[config.mk]
export PLATFORM = sky130hd
export DESIGN_NAME = hcpf_ctrl
export DESIGN_NICKNAME = d
export VERILOG_FILES = /design/src/hcpf_pkg.sv /design/src/hcpf_ctrl.sv
export SDC_FILE = /design/constraint.sdc
export NUM_CORES = 1
export LEC_CHECK = 0
export ABC_CLOCK_PERIOD_IN_PS = 1800
export CAP_MARGIN = 20
export CORE_MARGIN = 1
export CORE_UTILIZATION = 35
export DETAILED_ROUTE_END_ITERATION = 10
export DONT_BUFFER_PORTS = 1
export PLACE_DENSITY = 0.54
export SETUP_SLACK_MARGIN = 0.05
export SYNTH_ARGS = -nofsm -noshare
export SYNTH_HDL_FRONTEND = slang
export SYNTH_SLANG_ARGS = --single-unit
export TNS_END_PERCENT = 10
[constraint.sdc]
create_clock -name clk -period 1.8 [get_ports clk]
set_input_delay 0.09 -clock clk [delete_from_list [all_inputs] [get_ports clk]]
set_output_delay 0.09 -clock clk [all_outputs]
set_load 0.05 [all_outputs]
[src/hcpf_pkg.sv]
`timescale 1ns / 1ps
// ----------------------------------------------------------------------------
// hcpf_pkg
// Shared types, constants and datapath command codes of the harmonic cut
// pair force engine.
// ----------------------------------------------------------------------------
package hcpf_pkg;

  localparam int NUM_ATOMS_DEF = 1024;
  localparam int IDX_W         = 10;
  localparam int POS_W         = 32;
  localparam int FRC_W         = 48;
  localparam int CFG_W         = 31;
  localparam int CFG_IDX_W     = 1;

  // configuration register indexes
  localparam logic [CFG_IDX_W-1:0] REG_CUTOFF = 1'b0;
  localparam logic [CFG_IDX_W-1:0] REG_SPRING = 1'b1;
  localparam logic [CFG_W-1:0]     CFG_ONE    = 31'd65536;

  // item operations
  localparam logic [1:0] OP_PAIR  = 2'd0;
  localparam logic [1:0] OP_READ  = 2'd1;
  localparam logic [1:0] OP_CLEAR = 2'd2;

  // coincident atoms: 0.001 in Q16.16 on each axis and its distance
  localparam logic [30:0] NUDGE   = 31'd66;
  localparam logic [30:0] NUDGE_R = 31'd114;

  // datapath command codes
  typedef logic [4:0] dp_code_t;
  localparam dp_code_t CMD_NOP       = 5'd0;
  localparam dp_code_t CMD_LOAD      = 5'd1;
  localparam dp_code_t CMD_CLEAR     = 5'd2;
  localparam dp_code_t CMD_SQ        = 5'd3;
  localparam dp_code_t CMD_SQ_ACC    = 5'd4;
  localparam dp_code_t CMD_CUTSQ     = 5'd5;
  localparam dp_code_t CMD_CMP       = 5'd6;
  localparam dp_code_t CMD_NUDGE     = 5'd7;
  localparam dp_code_t CMD_SQRT_INIT = 5'd8;
  localparam dp_code_t CMD_SQRT_STEP = 5'd9;
  localparam dp_code_t CMD_DIFF      = 5'd10;
  localparam dp_code_t CMD_KD        = 5'd11;
  localparam dp_code_t CMD_KD_ST     = 5'd12;
  localparam dp_code_t CMD_MUL_LO    = 5'd13;
  localparam dp_code_t CMD_ST_LO     = 5'd14;
  localparam dp_code_t CMD_MUL_HI    = 5'd15;
  localparam dp_code_t CMD_ST_HI     = 5'd16;
  localparam dp_code_t CMD_DIV_INIT  = 5'd17;
  localparam dp_code_t CMD_DIV_STEP  = 5'd18;
  localparam dp_code_t CMD_F_ST      = 5'd19;
  localparam dp_code_t CMD_RD_A      = 5'd20;
  localparam dp_code_t CMD_WR_A      = 5'd21;
  localparam dp_code_t CMD_RD_B      = 5'd22;
  localparam dp_code_t CMD_WR_B      = 5'd23;
  localparam dp_code_t CMD_OUT_PAIR  = 5'd24;
  localparam dp_code_t CMD_OUT_READ  = 5'd25;
  localparam dp_code_t CMD_OUT_ZERO  = 5'd26;

  typedef struct packed {
    logic [1:0]              op;
    logic [IDX_W-1:0]        index_a;
    logic [IDX_W-1:0]        index_b;
    logic signed [POS_W-1:0] pos_a_x;
    logic signed [POS_W-1:0] pos_a_y;
    logic signed [POS_W-1:0] pos_a_z;
    logic signed [POS_W-1:0] pos_b_x;
    logic signed [POS_W-1:0] pos_b_y;
    logic signed [POS_W-1:0] pos_b_z;
  } req_t;

  typedef struct packed {
    logic signed [FRC_W-1:0] force_x;
    logic signed [FRC_W-1:0] force_y;
    logic signed [FRC_W-1:0] force_z;
    logic                    in_range;
    logic                    saturated;
  } rsp_t;

  typedef struct packed {
    dp_code_t code;
  } dp_cmd_t;

  typedef struct packed {
    logic [1:0] op;
    logic       box;
    logic       near;
    logic       zero;
    logic       iter_last;
    logic       axis_last;
    logic       clr_last;
  } dp_status_t;

endpackage

[src/hcpf_ctrl.sv]
`timescale 1ns / 1ps
// ----------------------------------------------------------------------------
// hcpf_ctrl
// Sequencer: clearing pass, item acceptance, step order of the pair force
// computation and the result handshake.
// ----------------------------------------------------------------------------
module hcpf_ctrl (
  input  logic                 clk,
  input  logic                 rst,
  input  logic                 req_valid,
  output logic                 req_ready,
  output logic                 rsp_valid,
  input  logic                 rsp_ready,
  output hcpf_pkg::dp_cmd_t    cmd,
  input  hcpf_pkg::dp_status_t status
);

  localparam logic [4:0] S_CLEAR     = 5'd0;
  localparam logic [4:0] S_IDLE      = 5'd1;
  localparam logic [4:0] S_DECIDE    = 5'd2;
  localparam logic [4:0] S_SQ        = 5'd3;
  localparam logic [4:0] S_SQ_ACC    = 5'd4;
  localparam logic [4:0] S_CUTSQ     = 5'd5;
  localparam logic [4:0] S_CMP       = 5'd6;
  localparam logic [4:0] S_ROUTE     = 5'd7;
  localparam logic [4:0] S_NUDGE     = 5'd8;
  localparam logic [4:0] S_SQRT_INIT = 5'd9;
  localparam logic [4:0] S_SQRT      = 5'd10;
  localparam logic [4:0] S_DIFF      = 5'd11;
  localparam logic [4:0] S_KD        = 5'd12;
  localparam logic [4:0] S_KD_ST     = 5'd13;
  localparam logic [4:0] S_MUL_LO    = 5'd14;
  localparam logic [4:0] S_ST_LO     = 5'd15;
  localparam logic [4:0] S_MUL_HI    = 5'd16;
  localparam logic [4:0] S_ST_HI     = 5'd17;
  localparam logic [4:0] S_DIV_INIT  = 5'd18;
  localparam logic [4:0] S_DIV       = 5'd19;
  localparam logic [4:0] S_F_ST      = 5'd20;
  localparam logic [4:0] S_RD_A      = 5'd21;
  localparam logic [4:0] S_WR_A      = 5'd22;
  localparam logic [4:0] S_RD_B      = 5'd23;
  localparam logic [4:0] S_WR_B      = 5'd24;
  localparam logic [4:0] S_RD_Q      = 5'd25;
  localparam logic [4:0] S_OUT_PAIR  = 5'd26;
  localparam logic [4:0] S_OUT_READ  = 5'd27;
  localparam logic [4:0] S_OUT_ZERO  = 5'd28;

  logic [4:0] state;
  logic [4:0] state_next;
  logic       out_valid;
  logic       out_valid_next;
  logic       slot_free;

  assign slot_free = !out_valid || rsp_ready;
  assign req_ready = state == S_IDLE;
  assign rsp_valid = out_valid;

  // next state and command
  always_comb begin
    state_next     = state;
    cmd.code       = hcpf_pkg::CMD_NOP;
    out_valid_next = out_valid && !rsp_ready;
    unique case (state)
      S_CLEAR: begin
        cmd.code = hcpf_pkg::CMD_CLEAR;
        if (status.clr_last) begin
          state_next = S_IDLE;
        end
      end
      S_IDLE: begin
        if (req_valid) begin
          cmd.code   = hcpf_pkg::CMD_LOAD;
          state_next = S_DECIDE;
        end
      end
      S_DECIDE: begin
        if (status.op == hcpf_pkg::OP_PAIR) begin
          state_next = status.box ? S_SQ : S_OUT_ZERO;
        end else if (status.op == hcpf_pkg::OP_READ || status.op == hcpf_pkg::OP_CLEAR) begin
          state_next = S_RD_Q;
        end else begin
          state_next = S_OUT_ZERO;
        end
      end
      S_SQ: begin
        cmd.code   = hcpf_pkg::CMD_SQ;
        state_next = S_SQ_ACC;
      end
      S_SQ_ACC: begin
        cmd.code   = hcpf_pkg::CMD_SQ_ACC;
        state_next = status.axis_last ? S_CUTSQ : S_SQ;
      end
      S_CUTSQ: begin
        cmd.code   = hcpf_pkg::CMD_CUTSQ;
        state_next = S_CMP;
      end
      S_CMP: begin
        cmd.code   = hcpf_pkg::CMD_CMP;
        state_next = S_ROUTE;
      end
      S_ROUTE: begin
        if (!status.near) begin
          state_next = S_OUT_ZERO;
        end else begin
          state_next = status.zero ? S_NUDGE : S_SQRT_INIT;
        end
      end
      S_NUDGE: begin
        cmd.code   = hcpf_pkg::CMD_NUDGE;
        state_next = S_DIFF;
      end
      S_SQRT_INIT: begin
        cmd.code   = hcpf_pkg::CMD_SQRT_INIT;
        state_next = S_SQRT;
      end
      S_SQRT: begin
        cmd.code = hcpf_pkg::CMD_SQRT_STEP;
        if (status.iter_last) begin
          state_next = S_DIFF;
        end
      end
      S_DIFF: begin
        cmd.code   = hcpf_pkg::CMD_DIFF;
        state_next = S_KD;
      end
      S_KD: begin
        cmd.code   = hcpf_pkg::CMD_KD;
        state_next = S_KD_ST;
      end
      S_KD_ST: begin
        cmd.code   = hcpf_pkg::CMD_KD_ST;
        state_next = S_MUL_LO;
      end
      S_MUL_LO: begin
        cmd.code   = hcpf_pkg::CMD_MUL_LO;
        state_next = S_ST_LO;
      end
      S_ST_LO: begin
        cmd.code   = hcpf_pkg::CMD_ST_LO;
        state_next = S_MUL_HI;
      end
      S_MUL_HI: begin
        cmd.code   = hcpf_pkg::CMD_MUL_HI;
        state_next = S_ST_HI;
      end
      S_ST_HI: begin
        cmd.code   = hcpf_pkg::CMD_ST_HI;
        state_next = S_DIV_INIT;
      end
      S_DIV_INIT: begin
        cmd.code   = hcpf_pkg::CMD_DIV_INIT;
        state_next = S_DIV;
      end
      S_DIV: begin
        cmd.code = hcpf_pkg::CMD_DIV_STEP;
        if (status.iter_last) begin
          state_next = S_F_ST;
        end
      end
      S_F_ST: begin
        cmd.code   = hcpf_pkg::CMD_F_ST;
        state_next = status.axis_last ? S_RD_A : S_MUL_LO;
      end
      S_RD_A: begin
        cmd.code   = hcpf_pkg::CMD_RD_A;
        state_next = S_WR_A;
      end
      S_WR_A: begin
        cmd.code   = hcpf_pkg::CMD_WR_A;
        state_next = S_RD_B;
      end
      S_RD_B: begin
        cmd.code   = hcpf_pkg::CMD_RD_B;
        state_next = S_WR_B;
      end
      S_WR_B: begin
        cmd.code   = hcpf_pkg::CMD_WR_B;
        state_next = S_OUT_PAIR;
      end
      S_RD_Q: begin
        cmd.code   = hcpf_pkg::CMD_RD_A;
        state_next = S_OUT_READ;
      end
      S_OUT_PAIR: begin
        if (slot_free) begin
          cmd.code       = hcpf_pkg::CMD_OUT_PAIR;
          out_valid_next = 1'b1;
          state_next     = S_IDLE;
        end
      end
      S_OUT_READ: begin
        if (slot_free) begin
          cmd.code       = hcpf_pkg::CMD_OUT_READ;
          out_valid_next = 1'b1;
          state_next     = S_IDLE;
        end
      end
      S_OUT_ZERO: begin
        if (slot_free) begin
          cmd.code       = hcpf_pkg::CMD_OUT_ZERO;
          out_valid_next = 1'b1;
          state_next     = S_IDLE;
        end
      end
      default: begin
        state_next = S_IDLE;
      end
    endcase
  end

  // state and result valid registers
  always_ff @(posedge clk) begin
    if (rst) begin
      state     <= S_CLEAR;
      out_valid <= 1'b0;
    end else begin
      state     <= state_next;
      out_valid <= out_valid_next;
    end
  end

endmodule

Word level (Yosys, flattened, before mapping)
Cells that the tools add are included.
{"block": "totals", "register_bits": 6, "inputBits": 12, "output_inout_bits": 7, "elab_cells": 67}
{"block": "classes", "n_eq_ne": 35, "mux": 20, "n_reduce_logical": 10}
{"op": "5-bit case mux with 27 select lines", "count": 1}
{"op": "5-bit case mux with 26 select lines", "count": 1}
{"op": "5-bit equality test (second input constant)", "count": 13}
{"op": "5-bit 2-to-1 mux", "count": 12}
{"op": "5-bit by 4-bit equality test with 1-bit output (second input constant)", "count": 8}
{"op": "5-bit by 3-bit equality test with 1-bit output (second input constant)", "count": 4}
{"op": "5-bit by 2-bit equality test with 1-bit output (second input constant)", "count": 2}
{"op": "2-bit inequality test (second input constant)", "count": 4}
{"op": "3-bit 2-to-1 mux", "count": 2}
{"op": "5-bit by 1-bit equality test with 1-bit output (second input constant)", "count": 1}
{"op": "5-bit logical NOT", "count": 1}
{"op": "5-bit AND reduction", "count": 1}
{"op": "1-bit 2-to-1 mux", "count": 4}
{"op": "3-bit OR reduction", "count": 1}
{"op": "2-bit by 1-bit equality test with 1-bit output (second input constant)", "count": 1}
{"op": "2-bit equality test (second input constant)", "count": 1}
{"op": "1-bit logical NOT", "count": 2}
{"op": "2-bit logical NOT", "count": 1}
{"op": "1-bit logical OR", "count": 2}
{"op": "2-bit by 1-bit inequality test with 1-bit output (second input constant)", "count": 1}
{"op": "2-bit OR reduction", "count": 1}
{"op": "1-bit logical AND", "count": 1}

Longest topological paths before layout
{"block": "logic_depth", "depth_word": 5, "mapped_depth": 7, "ltp_nobuf": 7}

Worst setup path before layout
No wires, ideal clock.
{"block": "synth_path", "path_type": "reg2out", "from": "reg state[4]", "to": "out cmd[2] (netlist bit)", "arrival_ps": 2343, "required_time_ps": 1710, "slack_ps": -633, "path_stages_with_launch": 5, "path_buffers": 2, "path_cell_list": "dfxtp_1 -> clkbuf_1 -> buf_1 -> o21ai_0 -> a221oi_1"}
{"item": "from (decl)", "line": "hcpf_ctrl.sv:48", "source": "logic [4:0] state;"}
{"item": "from (signal assigned)", "line": "hcpf_ctrl.sv:217", "source": "state <= state_next;"}
{"item": "to (decl)", "line": "hcpf_ctrl.sv:14", "source": "output hcpf_pkg::dp_cmd_t cmd,"}

==> results.json <==
{
  "status": "completed",
  "die_h_um": 52.52,
  "port_buffers": 0,
  "hold_depth": 2,
  "seqPwrFrac": 0.111,
  "wl_um": 2879,
  "rr_startpoint": "state[2]",
  "slew_headroom": 0.6994,
  "fin_crit_ns": 1.755,
  "first_pass_iters": 4,
  "synth-seq-cells": 6,
  "multi_input_area_um2": 760.7,
  "cp_max_fo": 4,
  "yosys_warnings": 0,
  "drcViolationCount": 0,
  "dp_hpwl_um": 2194,
  "ir_drop_mv": 0.7992,
  "cap_violations": 0,
  "synth_area_um2": 893.4,
  "cts.path.max_buffers": 2,
  "dieWidth_um": 52.52,
  "cp_num_buf_inv": 2,
  "core_um2": 2318,
  "combPwrFrac": 0.829,
  "p_leak_uw": 0.0005121,
  "grt.total_usage": 0.2338,
  "nets": 168,
  "timing_hold_violations_final": 0,
  "power-per-cell-area_nw_per_um2": 1708,
  "vias_per_cell": 6.094,
  "root_buffer": "clkbuf_4",
  "drive_gt1_frac": 0.3333,
  "synth_top_cell_area_share": 0.1345,
  "async_flop_share": 0,
  "via_count": 1103,
  "cp_top_family": "simple AND/OR/NAND/NOR gates",
  "overflow": 0,
  "crit_type": "flop to output pin",
  "regArea_um2": 132.6,
  "post-place-ws_ns": 0.1359,
  "startpoint_type": "flop",
  "yosys.area.top_type": "dfxtp_1",
  "avgSynthCellArea_um2": 6.717,
  "final.fill_count": 223,
  "h-tree-depth": 1,
  "ant_nets": 0,
  "row_count": 17,
  "maxSlewViolCount": 0,
  "r2r_end": "state[0]",
  "syn-num-nets": 146,
  "p_sw_uw": 1098,
  "hp-start": "rst",
  "setup_viol": 0,
  "cp_slowest_cell": "or3_4",
  "rr_worst_depth": 7,
  "whs_endpoint": "state[4]",
  "r2r_slack_ns": 0.07,
  "io_pins": 19,
  "synth_top_flop_cell": "dfxtp_1",
  "rsz0062_at_grt": "yes",
  "clock_power_share": 0.060,
  "cts_tree": "yes",
  "dr.first_iter.drc_count": 48,
  "max_freq_ghz": 0.5697,
  "yosysUniqueCellTypes": 43,
  "fin_ws_ns": 0.04458,
  "clk_latency_ns": 0.25,
  "stdcell_count": 181,
  "diodes": 0,
  "max_stage_delay_ns": 0.37,
  "fin_worst_skew_ns": 0.0007986,
  "synth.most_common_cell": "nor2_1",
  "cts.sinks": 6,
  "internal_power_uw": 1049,
  "grt_pass1_vias": 958,
  "period_share": 0.9752,
  "critPathMostFrequentCell": "a21oi_2",
  "path_cells": "buf_6 > or3_4 > a31oi_4 > a21oi_2 > nor2_1 > a21oi_2 > buf_12",
  "gp_congestion": 0.9029,
  "worstPathRequired_ns": 1.71,
  "antenna_found_initial": 0,
  "numCtsBuffers": 3,
  "ys_top_cells_by_area": "dfxtp_1 13%, nor2_1 5.9%, a21oi_1 5.6%, o21ai_0 5.6%, nand2_1 4.2%",
  "syn-instance-count": 133,
  "min_path_type": "input pin to flop",
  "initial_core_util": 0.3853,
  "cp.arrival_ns": 1.67,
  "dp_cells": 174,
  "swShare": 0.5114,
  "cp-end-kind": "output pin",
  "tightest_slew_ns": 0.4451,
  "seq_area_frac_synth": 0.1345,
  "clk_pin_slew_worst_paths_ns": 0.05,
  "synth-edff-count": 0,
  "wire_per_inst_um": 15.91,
  "die-area_um2": 2758,
  "syn_to_final_growth_pct": 40.76,
  "grt_pass1_wl_um": 4740,
  "synthTopCellsByCount": "14 x nor2_1, 10 x a21oi_1, 10 x nand2_1, 10 x o21ai_0, 8 x inv_1",
  "grt_max_degree": 16
}
-- worst reg2reg max path: cells and delay by family, from the launching register on --
kind,cells,cell delay (ns)
simple gates,2,0.35
flops,1,0.36
compound gates,3,0.63
buf+inv,2,0.30
-- layout by cell type, fill, tap and decap left out, drive strengths merged, types with 2 or more instances in the layout --
cell type,instances
o32ai,4
and3,3
or3,2
nor2b,5
nor3,3
nor3b,2
a32o,2
nand3,3
dfxtp,6
a211oi,5
nor2,16
clkbuf,3
o22ai,2
nor4,2
nand2b,3
a31oi,2
nand2,10
nand3b,2
o21ai,12
a221oi,2
buf,27
a21oi,10
mux2i,2
inv,8
o31ai,3
-- timing repair --
| item | 4_1_cts | 5_1_grt |
|---|---|---|
| buffers inserted | 0 | 3 |
| hold buffers | 1 | 0 |
| hold endpoints to repair | 5 | 0 |
| endpoints found under the setup margin | 3 | 9 |
| gates cloned | 0 | 0 |
| pin swaps | 2 | 5 |
| resized for setup | 4 | 16 |
-- final cells by class --
| type | instances | share of cell area |
|---|---|---|
| clock buffer | 3 | 0.01791 |
| inverter | 8 | 0.02587 |
| multi-input combinational | 108 | 0.6050 |
| sequential | 6 | 0.1055 |
| tap | 28 | 0.02786 |
| timing repair buffer | 28 | 0.2179 |
-- registers in the layout, indices dropped and copies added, names as in the netlist --
name / count
state: 5
rsp_valid: 1
-- metrics by stage --
step	TNS, ns	instance area (um^2)	utilization	hold WS [ns]	total power (uW)
6_report	0	1257	0.5424	0.01830	2147
5_1_grt	-0.04372	1257	0.5424	0.02430	2296
4_1_cts	0	1160	0.5003	0.01146	1947
3_5_place_dp	0	1122	0.4841	0.1575	1782
3_3_place_gp	0	1122	0.4841	0.1562	1769
2_1_floorplan	-0.5055	934.6	-	0.1546	1303
-- worst max path at each step --
stage | depth (start not counted) | from | endpoint | slack, ns
after floorplan | 4 | state[4] | cmd[4] | -0.18
after global placement | 5 | state[3] | state[0] | 0.16
after detailed placement | 5 | state[3] | state[0] | 0.14
after CTS | 8 | state[1] | cmd[0] | 0.007
after global routing | 7 | state[2] | cmd[0] | -0.03
final | 7 | state[2] | cmd[0] | 0.04
-- power by group through the flow --
stage | Combinational, uW | Sequential [uW] | Clock [uW]
after global routing | 1900 | 245 | 146
after global placement | 1550 | 221 | 0
final | 1780 | 238 | 128
after CTS | 1590 | 222 | 135
after detailed placement | 1560 | 221 | 0
after floorplan | 1120 | 186 | 0
-- cell families (layout without fill, tap and decap cells) --
group / Yosys count / after routing / share of synthesized area
and+or+nand+nor: 55 / 55 / 0.3277
AOI/OAI and AO/OA: 49 / 49 / 0.3978
buffers and inverters: 19 / 39 / 0.09243
DFF: 6 / 6 / 0.1345
adders and majority gates: 2 / 2 / 0.02521
muxes: 2 / 2 / 0.02241
-- metal layers --
metal / GRT usage / share of wire / vias up / routed length, um
met2: 0.3776 / 0.48 / 42 / 1380
met3: 0.05507 / 0.068 / 2 / 195
met4: 0.02632 / 0.0014 / 0 / 4
li1: - / - / 543 / -
met1: 0.3212 / 0.45 / 516 / 1299
met5: 0 / 0 / - / 0
No activity file was read; power rests on OpenSTA's default activity.
